`src/i2cw_pkg.sv`:
```
// Shared types and constants for the I2C master write engine.
package i2cw_pkg;

  localparam int unsigned AddrW = 5;
  localparam int unsigned DataW = 32;

  // Register indexes on the configuration port
  typedef enum logic [2:0] {
    REG_DEV_ADDR   = 3'd0,
    REG_LONG_WAIT  = 3'd1,
    REG_SHORT_WAIT = 3'd2,
    REG_ACK_GAP    = 3'd3,
    REG_ERR_LIMIT  = 3'd4
  } reg_idx_e;

  localparam logic [7:0] DevAddrRst   = 8'd0;
  localparam logic [7:0] LongWaitRst  = 8'd40;
  localparam logic [7:0] ShortWaitRst = 8'd13;
  localparam logic [7:0] AckGapRst    = 8'd200;
  localparam logic [5:0] ErrLimitRst  = 6'd40;

  typedef enum logic [3:0] {
    PH_IDLE     = 4'd0,
    PH_S_HIGH   = 4'd1,
    PH_S_SDALOW = 4'd2,
    PH_S_SCLLOW = 4'd3,
    PH_B_LOW    = 4'd4,
    PH_B_SETUP  = 4'd5,
    PH_B_HIGH   = 4'd6,
    PH_B_END    = 4'd7,
    PH_A_SETUP  = 4'd8,
    PH_A_HIGH   = 4'd9,
    PH_A_GAP    = 4'd10,
    PH_A_LOW    = 4'd11,
    PH_NEED     = 4'd12,
    PH_P_LOW    = 4'd13,
    PH_P_HIGH   = 4'd14,
    PH_P_END    = 4'd15
  } phase_e;

  typedef struct packed {
    logic [7:0] device_address;
    logic [7:0] long_wait;
    logic [7:0] short_wait;
    logic [7:0] ack_gap;
    logic [5:0] error_limit;
  } cfg_t;

  typedef struct packed {
    logic       scl_level;
    logic       sda_level;
    logic       sda_drive;
    logic       byte_taken;
    logic       busy_res;
    logic       ack_done;
    logic       no_ack;
    logic [5:0] error_count;
  } res_t;

endpackage

```
`src/i2cw_if.sv`:
```
// Valid/ready channel interfaces for tick beats and result beats.
interface i2cw_in_if;
  logic       valid;
  logic       ready;
  logic       byte_valid;
  logic [7:0] data_byte;
  logic       last_byte;
  logic       sda_in;

  modport source (output valid, byte_valid, data_byte, last_byte, sda_in, input ready);
  modport sink   (input valid, byte_valid, data_byte, last_byte, sda_in, output ready);
endinterface

interface i2cw_out_if;
  logic       valid;
  logic       ready;
  logic       scl_level;
  logic       sda_level;
  logic       sda_drive;
  logic       byte_taken;
  logic       busy_res;
  logic       ack_done;
  logic       no_ack;
  logic [5:0] error_count;

  modport source (output valid, scl_level, sda_level, sda_drive, byte_taken, busy_res,
                  ack_done, no_ack, error_count, input ready);
  modport sink   (input valid, scl_level, sda_level, sda_drive, byte_taken, busy_res,
                  ack_done, no_ack, error_count, output ready);
endinterface

```
`src/i2cw_regs.sv`:
```
// APB register file holding the engine's configuration.
module i2cw_regs
  import i2cw_pkg::*;
(
  input  logic             clk_i,
  input  logic             rst_ni,
  input  logic             psel,
  input  logic             penable,
  input  logic             pwrite,
  input  logic [AddrW-1:0] paddr,
  input  logic [DataW-1:0] pwdata,
  output logic [DataW-1:0] prdata,
  output logic             pready,
  output cfg_t             cfg_o
);

  cfg_t       cfg_q;
  logic       wr_en;
  logic [2:0] idx;

  assign pready = 1'b1;
  assign wr_en  = psel && penable && pwrite;
  assign idx    = paddr[AddrW-1:2];
  assign cfg_o  = cfg_q;

  always_ff @(posedge clk_i or negedge rst_ni) begin
    if (!rst_ni) begin
      cfg_q.device_address <= DevAddrRst;
      cfg_q.long_wait      <= LongWaitRst;
      cfg_q.short_wait     <= ShortWaitRst;
      cfg_q.ack_gap        <= AckGapRst;
      cfg_q.error_limit    <= ErrLimitRst;
    end else if (wr_en) begin
      case (idx)
        REG_DEV_ADDR:   cfg_q.device_address <= pwdata[7:0];
        REG_LONG_WAIT:  cfg_q.long_wait      <= pwdata[7:0];
        REG_SHORT_WAIT: cfg_q.short_wait     <= pwdata[7:0];
        REG_ACK_GAP:    cfg_q.ack_gap        <= pwdata[7:0];
        REG_ERR_LIMIT:  cfg_q.error_limit    <= pwdata[5:0];
        default: ;  // unmapped: dropped
      endcase
    end
  end

  always_comb begin
    prdata = '0;
    case (idx)
      REG_DEV_ADDR:   prdata[7:0] = cfg_q.device_address;
      REG_LONG_WAIT:  prdata[7:0] = cfg_q.long_wait;
      REG_SHORT_WAIT: prdata[7:0] = cfg_q.short_wait;
      REG_ACK_GAP:    prdata[7:0] = cfg_q.ack_gap;
      REG_ERR_LIMIT:  prdata[5:0] = cfg_q.error_limit;
      default:        prdata = '0;
    endcase
  end

endmodule

```
`src/i2c_master_write_engine.sv`:
```
// Write-only I2C master: one input beat is one bus tick and yields one result beat of
// line levels and status. The engine takes a tick beat on every clock in which its
// result register is empty or is being emptied, so the sustained rate is one beat per
// cycle; a tick's result is registered and shown in the cycle after it is taken. The
// one-tick sequencer advances the bus phase and loads the result register in the same
// cycle. Bus timing is counted in ticks, not clocks: SCL low lasts short_wait ticks,
// data setup and SCL high last long_wait ticks, and the acknowledge is sampled at the
// end of the SCL high phase and again ack_gap ticks later (a count of zero behaves as
// one). Both samples high is a no-ack and bumps the error count, saturating at
// error_limit; an ack clears it. Configuration is written over the APB port and is
// picked up whenever a phase next loads its wait count.
module i2c_master_write_engine
  import i2cw_pkg::*;
(
  input  logic             clk_i,
  input  logic             rst_ni,
  i2cw_in_if.sink          in_i,
  i2cw_out_if.source       out_o,
  input  logic             psel,
  input  logic             penable,
  input  logic             pwrite,
  input  logic [AddrW-1:0] paddr,
  input  logic [DataW-1:0] pwdata,
  output logic [DataW-1:0] prdata,
  output logic             pready
);

  cfg_t cfg;

  i2cw_regs u_regs (
    .clk_i   (clk_i),
    .rst_ni  (rst_ni),
    .psel    (psel),
    .penable (penable),
    .pwrite  (pwrite),
    .paddr   (paddr),
    .pwdata  (pwdata),
    .prdata  (prdata),
    .pready  (pready),
    .cfg_o   (cfg)
  );

  // --- Handshake: result register with a single slot --------------------------------
  logic step;    // tick beat accepted this cycle
  logic out_vld_q;
  res_t res_q;
  res_t res_d;

  assign in_i.ready = !out_vld_q || out_o.ready;
  assign step       = in_i.valid && in_i.ready;

  // --- Sequencer state ---------------------------------------------------------------
  phase_e     phase_q,    phase_d;
  logic [2:0] bit_q,      bit_d;
  logic [7:0] wait_q,     wait_d;
  logic [7:0] shift_q,    shift_d;
  logic [7:0] held_q,     held_d;
  logic       last_q,     last_d;
  logic       first_q,    first_d;
  logic [5:0] cnt_q,      cnt_d;
  logic       addr_q,     addr_d;   // current ack belongs to the address byte

  logic       done;      // current timed phase ends on this tick
  logic       msb;
  logic       taken, ackd, nack;
  logic [6:0] cnt_inc;

  assign done    = (wait_q <= 8'd1);
  assign msb     = shift_q[7];
  assign cnt_inc = {1'b0, cnt_q} + 7'd1;

  // Next state for one tick
  always_comb begin
    phase_d = phase_q;
    bit_d   = bit_q;
    wait_d  = done ? wait_q : wait_q - 8'd1;
    shift_d = shift_q;
    held_d  = held_q;
    last_d  = last_q;
    first_d = first_q;
    cnt_d   = cnt_q;
    addr_d  = addr_q;
    taken   = 1'b0;
    ackd    = 1'b0;
    nack    = 1'b0;
    unique case (phase_q)
      PH_IDLE: begin
        wait_d = wait_q;
        if (in_i.byte_valid) begin
          taken   = 1'b1;
          held_d  = in_i.data_byte;
          last_d  = in_i.last_byte;
          addr_d  = 1'b1;
          phase_d = PH_S_HIGH;
          wait_d  = cfg.long_wait;
        end
      end
      PH_S_HIGH: if (done) begin
        phase_d = PH_S_SDALOW;
        wait_d  = cfg.long_wait;
      end
      PH_S_SDALOW: if (done) begin
        phase_d = PH_S_SCLLOW;
        wait_d  = cfg.short_wait;
      end
      PH_S_SCLLOW: if (done) begin
        shift_d = cfg.device_address;
        bit_d   = 3'd0;
        phase_d = PH_B_LOW;
        wait_d  = cfg.short_wait;
      end
      PH_B_LOW: if (done) begin
        if (bit_q != 3'd0) shift_d = {shift_q[6:0], 1'b0};
        phase_d = PH_B_SETUP;
        wait_d  = cfg.long_wait;
      end
      PH_B_SETUP: if (done) begin
        phase_d = PH_B_HIGH;
        wait_d  = cfg.long_wait;
      end
      PH_B_HIGH: if (done) begin
        if (bit_q == 3'd7) begin
          phase_d = PH_B_END;
        end else begin
          bit_d   = bit_q + 3'd1;
          phase_d = PH_B_LOW;
        end
        wait_d = cfg.short_wait;
      end
      PH_B_END: if (done) begin
        phase_d = PH_A_SETUP;
        wait_d  = cfg.long_wait;
      end
      PH_A_SETUP: if (done) begin
        phase_d = PH_A_HIGH;
        wait_d  = cfg.long_wait;
      end
      PH_A_HIGH: if (done) begin
        first_d = in_i.sda_in;
        phase_d = PH_A_GAP;
        wait_d  = cfg.ack_gap;
      end
      PH_A_GAP: if (done) begin
        ackd = 1'b1;
        nack = first_q & in_i.sda_in;
        if (nack) begin
          cnt_d = (cnt_inc < {1'b0, cfg.error_limit}) ? cnt_inc[5:0] : cfg.error_limit;
        end else begin
          cnt_d = 6'd0;
        end
        phase_d = PH_A_LOW;
        wait_d  = cfg.short_wait;
      end
      PH_A_LOW: if (done) begin
        if (addr_q) begin
          addr_d  = 1'b0;
          shift_d = held_q;
          bit_d   = 3'd0;
          phase_d = PH_B_LOW;
          wait_d  = cfg.short_wait;
        end else if (last_q) begin
          phase_d = PH_P_LOW;
          wait_d  = cfg.short_wait;
        end else begin
          phase_d = PH_NEED;
          wait_d  = 8'd0;
        end
      end
      PH_NEED: begin
        wait_d = wait_q;
        if (in_i.byte_valid) begin
          taken   = 1'b1;
          held_d  = in_i.data_byte;
          last_d  = in_i.last_byte;
          shift_d = in_i.data_byte;
          bit_d   = 3'd0;
          phase_d = PH_B_LOW;
          wait_d  = cfg.short_wait;
        end
      end
      PH_P_LOW: if (done) begin
        phase_d = PH_P_HIGH;
        wait_d  = cfg.long_wait;
      end
      PH_P_HIGH: if (done) begin
        phase_d = PH_P_END;
        wait_d  = cfg.long_wait;
      end
      PH_P_END: if (done) begin
        phase_d = PH_IDLE;
        wait_d  = 8'd0;
      end
      default: begin
        phase_d = PH_IDLE;
        wait_d  = 8'd0;
      end
    endcase
  end

  // Line levels for this tick, from the phase on entry
  always_comb begin
    res_d             = '0;
    res_d.scl_level   = 1'b1;
    res_d.sda_level   = 1'b1;
    res_d.sda_drive   = 1'b1;
    res_d.busy_res    = (phase_q != PH_IDLE) || taken;
    res_d.byte_taken  = taken;
    res_d.ack_done    = ackd;
    res_d.no_ack      = nack;
    res_d.error_count = cnt_d;
    unique case (phase_q)
      PH_S_SDALOW: res_d.sda_level = 1'b0;
      PH_S_SCLLOW: begin
        res_d.scl_level = 1'b0;
        res_d.sda_level = 1'b0;
      end
      PH_B_LOW: begin
        res_d.scl_level = 1'b0;
        res_d.sda_level = (bit_q == 3'd0) ? 1'b1 : msb;
      end
      PH_B_SETUP, PH_B_END: begin
        res_d.scl_level = 1'b0;
        res_d.sda_level = msb;
      end
      PH_B_HIGH: res_d.sda_level = msb;
      PH_A_SETUP, PH_A_LOW: begin
        res_d.scl_level = 1'b0;
        res_d.sda_drive = 1'b0;
      end
      PH_A_HIGH, PH_A_GAP: res_d.sda_drive = 1'b0;
      PH_NEED: res_d.scl_level = 1'b0;
      PH_P_LOW: begin
        res_d.scl_level = 1'b0;
        res_d.sda_level = 1'b0;
      end
      PH_P_HIGH: res_d.sda_level = 1'b0;
      default: ;  // idle, START high, STOP end: both lines high
    endcase
  end

  always_ff @(posedge clk_i or negedge rst_ni) begin
    if (!rst_ni) begin
      phase_q <= PH_IDLE;
      bit_q   <= '0;
      wait_q  <= '0;
      shift_q <= '0;
      held_q  <= '0;
      last_q  <= 1'b0;
      first_q <= 1'b0;
      cnt_q   <= '0;
      addr_q  <= 1'b0;
    end else if (step) begin
      phase_q <= phase_d;
      bit_q   <= bit_d;
      wait_q  <= wait_d;
      shift_q <= shift_d;
      held_q  <= held_d;
      last_q  <= last_d;
      first_q <= first_d;
      cnt_q   <= cnt_d;
      addr_q  <= addr_d;
    end
  end

  // Result register
  always_ff @(posedge clk_i or negedge rst_ni) begin
    if (!rst_ni) begin
      out_vld_q <= 1'b0;
    end else if (step) begin
      out_vld_q <= 1'b1;
    end else if (out_o.ready) begin
      out_vld_q <= 1'b0;
    end
  end

  always_ff @(posedge clk_i) begin
    if (step) res_q <= res_d;
  end

  assign out_o.valid       = out_vld_q;
  assign out_o.scl_level   = res_q.scl_level;
  assign out_o.sda_level   = res_q.sda_level;
  assign out_o.sda_drive   = res_q.sda_drive;
  assign out_o.byte_taken  = res_q.byte_taken;
  assign out_o.busy_res    = res_q.busy_res;
  assign out_o.ack_done    = res_q.ack_done;
  assign out_o.no_ack      = res_q.no_ack;
  assign out_o.error_count = res_q.error_count;

endmodule

```
`src/flat_wrapper.sv`:
```
// flat-port wrapper written by rule: the top's interface ports become plain ports
module i2c_master_write_engine_flat import i2cw_pkg::*;
  (clk_i, rst_ni, psel, penable, pwrite, paddr, pwdata, prdata, pready, in_i_valid, in_i_byte_valid, in_i_data_byte, in_i_last_byte, in_i_sda_in, in_i_ready, out_o_valid, out_o_scl_level, out_o_sda_level, out_o_sda_drive, out_o_byte_taken, out_o_busy_res, out_o_ack_done, out_o_no_ack, out_o_error_count, out_o_ready);
  i2cw_in_if in_i_i ();
  i2cw_out_if out_o_i ();
  input  logic clk_i;
  input  logic rst_ni;
  input  logic psel;
  input  logic penable;
  input  logic pwrite;
  input  logic [AddrW-1:0] paddr;
  input  logic [DataW-1:0] pwdata;
  output logic [DataW-1:0] prdata;
  output logic pready;
  input wire logic [$bits(in_i_i.valid)-1:0] in_i_valid;
  input wire logic [$bits(in_i_i.byte_valid)-1:0] in_i_byte_valid;
  input wire logic [$bits(in_i_i.data_byte)-1:0] in_i_data_byte;
  input wire logic [$bits(in_i_i.last_byte)-1:0] in_i_last_byte;
  input wire logic [$bits(in_i_i.sda_in)-1:0] in_i_sda_in;
  output wire logic [$bits(in_i_i.ready)-1:0] in_i_ready;
  output wire logic [$bits(out_o_i.valid)-1:0] out_o_valid;
  output wire logic [$bits(out_o_i.scl_level)-1:0] out_o_scl_level;
  output wire logic [$bits(out_o_i.sda_level)-1:0] out_o_sda_level;
  output wire logic [$bits(out_o_i.sda_drive)-1:0] out_o_sda_drive;
  output wire logic [$bits(out_o_i.byte_taken)-1:0] out_o_byte_taken;
  output wire logic [$bits(out_o_i.busy_res)-1:0] out_o_busy_res;
  output wire logic [$bits(out_o_i.ack_done)-1:0] out_o_ack_done;
  output wire logic [$bits(out_o_i.no_ack)-1:0] out_o_no_ack;
  output wire logic [$bits(out_o_i.error_count)-1:0] out_o_error_count;
  input wire logic [$bits(out_o_i.ready)-1:0] out_o_ready;
  assign in_i_i.valid = in_i_valid;
  assign in_i_i.byte_valid = in_i_byte_valid;
  assign in_i_i.data_byte = in_i_data_byte;
  assign in_i_i.last_byte = in_i_last_byte;
  assign in_i_i.sda_in = in_i_sda_in;
  assign in_i_ready = in_i_i.ready;
  assign out_o_valid = out_o_i.valid;
  assign out_o_scl_level = out_o_i.scl_level;
  assign out_o_sda_level = out_o_i.sda_level;
  assign out_o_sda_drive = out_o_i.sda_drive;
  assign out_o_byte_taken = out_o_i.byte_taken;
  assign out_o_busy_res = out_o_i.busy_res;
  assign out_o_ack_done = out_o_i.ack_done;
  assign out_o_no_ack = out_o_i.no_ack;
  assign out_o_error_count = out_o_i.error_count;
  assign out_o_i.ready = out_o_ready;
  i2c_master_write_engine u_core (.clk_i(clk_i), .rst_ni(rst_ni), .in_i(in_i_i), .out_o(out_o_i), .psel(psel), .penable(penable), .pwrite(pwrite), .paddr(paddr), .pwdata(pwdata), .prdata(prdata), .pready(pready));
endmodule
```
`config.mk`:
```
export PLATFORM = sky130hd
export DESIGN_NAME = i2c_master_write_engine_flat
export DESIGN_NICKNAME = d
export VERILOG_FILES = /design/src/i2cw_pkg.sv /design/src/i2cw_if.sv /design/src/i2cw_regs.sv /design/src/i2c_master_write_engine.sv /design/src/flat_wrapper.sv
export SDC_FILE = /design/constraint.sdc
export NUM_CORES = 1
export LEC_CHECK = 0
export BUFFER_PORTS_ARGS = -buffer_cell sky130_fd_sc_hd__buf_2
export CAP_MARGIN = 10
export CORE_UTILIZATION = 51
export CTS_BUF_LIST = sky130_fd_sc_hd__clkbuf_8 sky130_fd_sc_hd__clkbuf_16
export DETAILED_ROUTE_END_ITERATION = 7
export HOLD_SLACK_MARGIN = 0.08
export PLACE_DENSITY = 0.73
export SLEW_MARGIN = 20
export SYNTH_ARGS = -nofsm -noshare
export SYNTH_HDL_FRONTEND = slang
export SYNTH_HIERARCHICAL = 1
export SYNTH_SLANG_ARGS = --single-unit
export TNS_END_PERCENT = 10
```
`constraint.sdc`:
```
create_clock -name clk_i -period 2.6 [get_ports clk_i]
set_input_delay 0.26 -clock clk_i [delete_from_list [all_inputs] [get_ports clk_i]]
set_output_delay 0.26 -clock clk_i [all_outputs]
set_load 0.02 [all_outputs]
```
==> flow_summary_export.csv <==
group,metric,value,unit
run_status,status,"finished with violations",
run_status,violations,"negative setup slack",
synth,syn_area,5550,um^2
setup_path,endpoint_kind,"flop",
clock_network,insertion_delay,0.38,ns
floorplanning,die-area,11300,um^2
global_routing,grt_use_met3,3.43,%
setup_path,cpPeakStageDelay,0.40,ns
global_routing,grt-ovfl-total,0,
floorplanning,start_util,53.1,%
timing,clock_skew,0.0102,ns
power_and_ir_drop,p_int,0.00286,W
global_routing,grt_usage,25.7,%
power_and_ir_drop,seqPwrFrac,44.2,%
clock_network,htree_levels,3,
timing,max_freq,0.383,GHz
power_and_ir_drop,finalPower,0.00457,W
floorplanning,io_pins,103,
synth,yosys_warnings,6,
power_and_ir_drop,p_leak,2.87,nW
synth,ys_seq_area_share,42.9,%
synth,ys.flop_type,"dfrtp_1",
clock_network,cts.clk_slew.worst_paths,0.09,ns
clock_network,root_buffer,"clkbuf_8",
floorplanning,core,10500,um^2
timing,period_needed,2.61,ns
clock_network,cts_max_path_buffers,2,
cells_and_area,fin_nets,676,
drt,via_per_inst,6.01,
cells_and_area,final_common_cell,"dfrtp_1",
setup_path,crit_chain,"ha_4 -> and3_4 -> xor2_4 -> ha_4 -> a21o_1 -> a21oi_2 -> o21ai_2 -> a31oi_2 -> buf_6 -> mux2i_2 -> o21ai_1",
synth,ys_types,64,
timing,finalSetupViolCount,1,
setup_path,cp.arrival,2.73,ns
setup_path,critPathBufInv,1,
power_and_ir_drop,p_sw_share,37.5,%
setup_path,start_kind,"flop",
setup_path,crit_required,2.72,ns
cells_and_area,drive_above_1_share,33.8,%
cells_and_area,area_delta_synth_final,15.2,%
synth,synth-async-reset-ratio,85.9,%
timing,setup_slack,-0.0102,ns
synth,ys_seq_elements,92,
drt,dr.pass1.iters,7,
floorplanning,die_h,106,um
global_routing,grt_pass1_vias,4418,
clock_network,cts_sinks,92,
cells_and_area,final_cell_mix,"dfrtp_1 (68), mux2_2 (54), buf_2 (50)",
power_and_ir_drop,comb_power_share,35.4,%
synth,yosysTopAreaCell,"dfrtp_1",
cells_and_area,register_area,2380,um^2
timing,hold_viol_final,0,
setup_path,crit_path_max_fanout,6,
global_routing,grt_busiest_layer,"met2",
timing,finalMaxSlewViolations,0,
global_routing,met2_usage,40.7,%
drt,ant_nets,0,
run,cap_violations,0,
worst_hold_path,hold_path.class,"input pin to flop",
global_routing,grt_max_degree,80,
drt,drt-total-wl,13700,um
drt,via_count,4516,
timing,rsz0062_at_grt,"true",
synth,synth_top_area_share,31.1,%
timing,tightestPinTransition,0.724,ns
cells_and_area,num-fill-cells,882,
setup_path,slowest_stage,"dfrtp_1",
drt,route.detailed.drc,0,
clock_network,cts_tree,"built",
timing,slew_headroom,51.7,%
placement,port_buffers,51,
power_and_ir_drop,peakVddDrop,399,uV
synth,syn_area_per_cell,10.3,um^2
setup_path,crit_type,"flop to flop",
placement,dp_hpwl,9590,um
setup_path,crit_family,"compound AO/OA/AOI/OAI gates",
global_routing,grt_use_met1,35.1,%
cells_and_area,multiInputGateArea,3020,um^2
power_and_ir_drop,powerDensity,714,nW/um^2
floorplanning,num_rows,37,
drt,drt_iter0_drc,323,
synth,synth_area_leaders,"dfrtp_1 (31%), mux2_2 (11%), edfxtp_1 (7.0%)",
setup_path,crit_path_frequent_cell,"ha_4",
synth,synth_edf_count,13,
timing,holdWs,0.121,ns
synth,synthCells,538,
clock_network,numCtsBuffers,9,
global_routing,grt_pass1_wl,22400,um
power_and_ir_drop,power_switching,0.00171,W
drt,post_drt_wl_per_cell,18.3,um
global_routing,grt_antenna_before_repair,0,
placement,finalWeightedCongestion,0.936,
timing,post-route-period-util,100,%
floorplanning,die_width,106,um
cells_and_area,diodes,0,
power_and_ir_drop,clockPowerShare,20.5,%
[layer usage]
metal / up-vias / wire length [um]
met1: 2228 / 6020
li1: 2086 / -
met2: 177 / 6620
met4: 0 / 335
met3: 25 / 764
met5: - / 0
[power groups by stage]
| stage | clock network (W) | logic, W | registers [W] |
|---|---|---|---|
| after floorplan | 0 | 0.00111 | 0.00193 |
| after global placement | 0 | 0.00148 | 0.00201 |
| after detailed placement | 0 | 0.00152 | 0.00203 |
| after CTS | 0.000952 | 0.00154 | 0.00200 |
| after global routing | 0.00101 | 0.00178 | 0.00206 |
| final | 0.000936 | 0.00162 | 0.00202 |
[final cells by class]
| cell class | count | area share [%] |
|---|---|---|
| clock buffers | 11 | 2.37 |
| clock inverters | 5 | 0.567 |
| inverters | 18 | 1.06 |
| multi-input cells | 399 | 47.2 |
| flip-flops and latches | 92 | 37.2 |
| well taps | 136 | 2.66 |
| repair buffers | 90 | 8.92 |
[flip-flops by register name, summed over array words and instances (netlist names)]
signal	cells
u_core/out_o.scl_level	1
u_core/out_o.sda_level	1
u_core/held_q	8
u_core/last_q	1
u_core/out_o.sda_drive	1
u_core/addr_q	1
u_core/wait_q	8
u_core/out_o.busy_res	1
u_core/first_q	1
u_core/bit_q	3
u_core/cnt_q	6
u_core/out_o.byte_taken	1
u_core/out_o.no_ack	1
u_core/out_o.error_count	6
u_core/out_o.valid	1
u_core/u_regs/cfg_o	38
u_core/out_o.ack_done	1
u_core/shift_q	8
u_core/phase_q	4
[per-stage QoR]
stage	cells	instance area, um^2	setup WS [ns]	TNS, ns	util (%)
5_1_grt	751	6400	-0.109	-0.548	61.1
4_1_cts	745	6230	0.00974	0	59.6
6_report	751	6400	-0.0102	-0.0102	61.1
3_3_place_gp	727	6000	0.0419	0	57.4
3_5_place_dp	727	6000	-0.0513	-0.0999	57.4
2_1_floorplan	561	5650	-0.00128	-0.0102	-
[synthesized netlist by cell type (3+ instances only)]
cell type / count
clkbuf_1: 19
inv_1: 18
o21bai_1: 3
mux2_2: 54
nand2_1: 40
o22ai_1: 8
a31oi_1: 8
a221o_1: 5
or3_1: 5
nor2_1: 30
buf_2: 3
nand2b_1: 8
o31ai_1: 4
a22oi_1: 15
buf_4: 26
a221oi_1: 3
dfstp_2: 10
nand3_1: 9
mux2i_1: 11
a21oi_1: 42
xnor2_1: 5
edfxtp_1: 13
dfrtp_1: 69
mux2_4: 8
o32ai_1: 8
a2bb2oi_1: 3
or2_2: 3
ha_1: 11
xor2_1: 3
o21ai_0: 32
nor3_1: 6
nor2b_1: 5
a311oi_1: 3
nor3b_1: 6
[worst reg2reg max path: stages (launching register included)]
cell and delay (ns):
dfrtp_1 0.40, ha_4 0.16, and3_4 0.23, xor2_4 0.19, ha_4 0.23, a21o_1 0.17, a21oi_2 0.16, o21ai_2 0.09
a31oi_2 0.21, buf_6 0.16, mux2i_2 0.26, o21ai_1 0.08
[final timing paths]
kind                                        from                           to  slack [ns]  depth (start not counted)
worst max register to register   u_core/cnt_q[0]  u_core/out_o.error_count[1]       -0.01                         11
worst min-delay path              in_i_last_byte                u_core/last_q        0.12                          2
worst max-delay path             u_core/cnt_q[0]  u_core/out_o.error_count[1]       -0.01                         11
worst min register to register  u_core/held_q[3]             u_core/held_q[3]        0.52                          1
min in group asynchronous                 rst_ni            u_core/shift_q[6]        0.47                          2
max in group asynchronous                 rst_ni              u_core/cnt_q[4]        1.58                          2
[timing repair]
action                     4_1_cts  5_1_grt
gates resized for setup          6       24
hold endpoints to repair        20        0
pin swaps                        1        6
setup endpoints to repair        5       13
setup buffers                    0        6
hold buffers                     2        0
[kinds of logic (layout without fill, tap and decap cells)]
logic type,after synthesis,in the layout,share of synthesized area [%]
muxes,75,75,15.9
other,2,25,0.135
AOI/OAI and AO/OA,149,149,17.8
DFF,92,92,42.9
xor gates and xnor gates,8,8,1.26
and+or+nand+nor,131,131,12.7
buffers and inverters,70,124,6.83
adders and majority gates,11,11,2.48
Power figures use the tool's default switching activity.
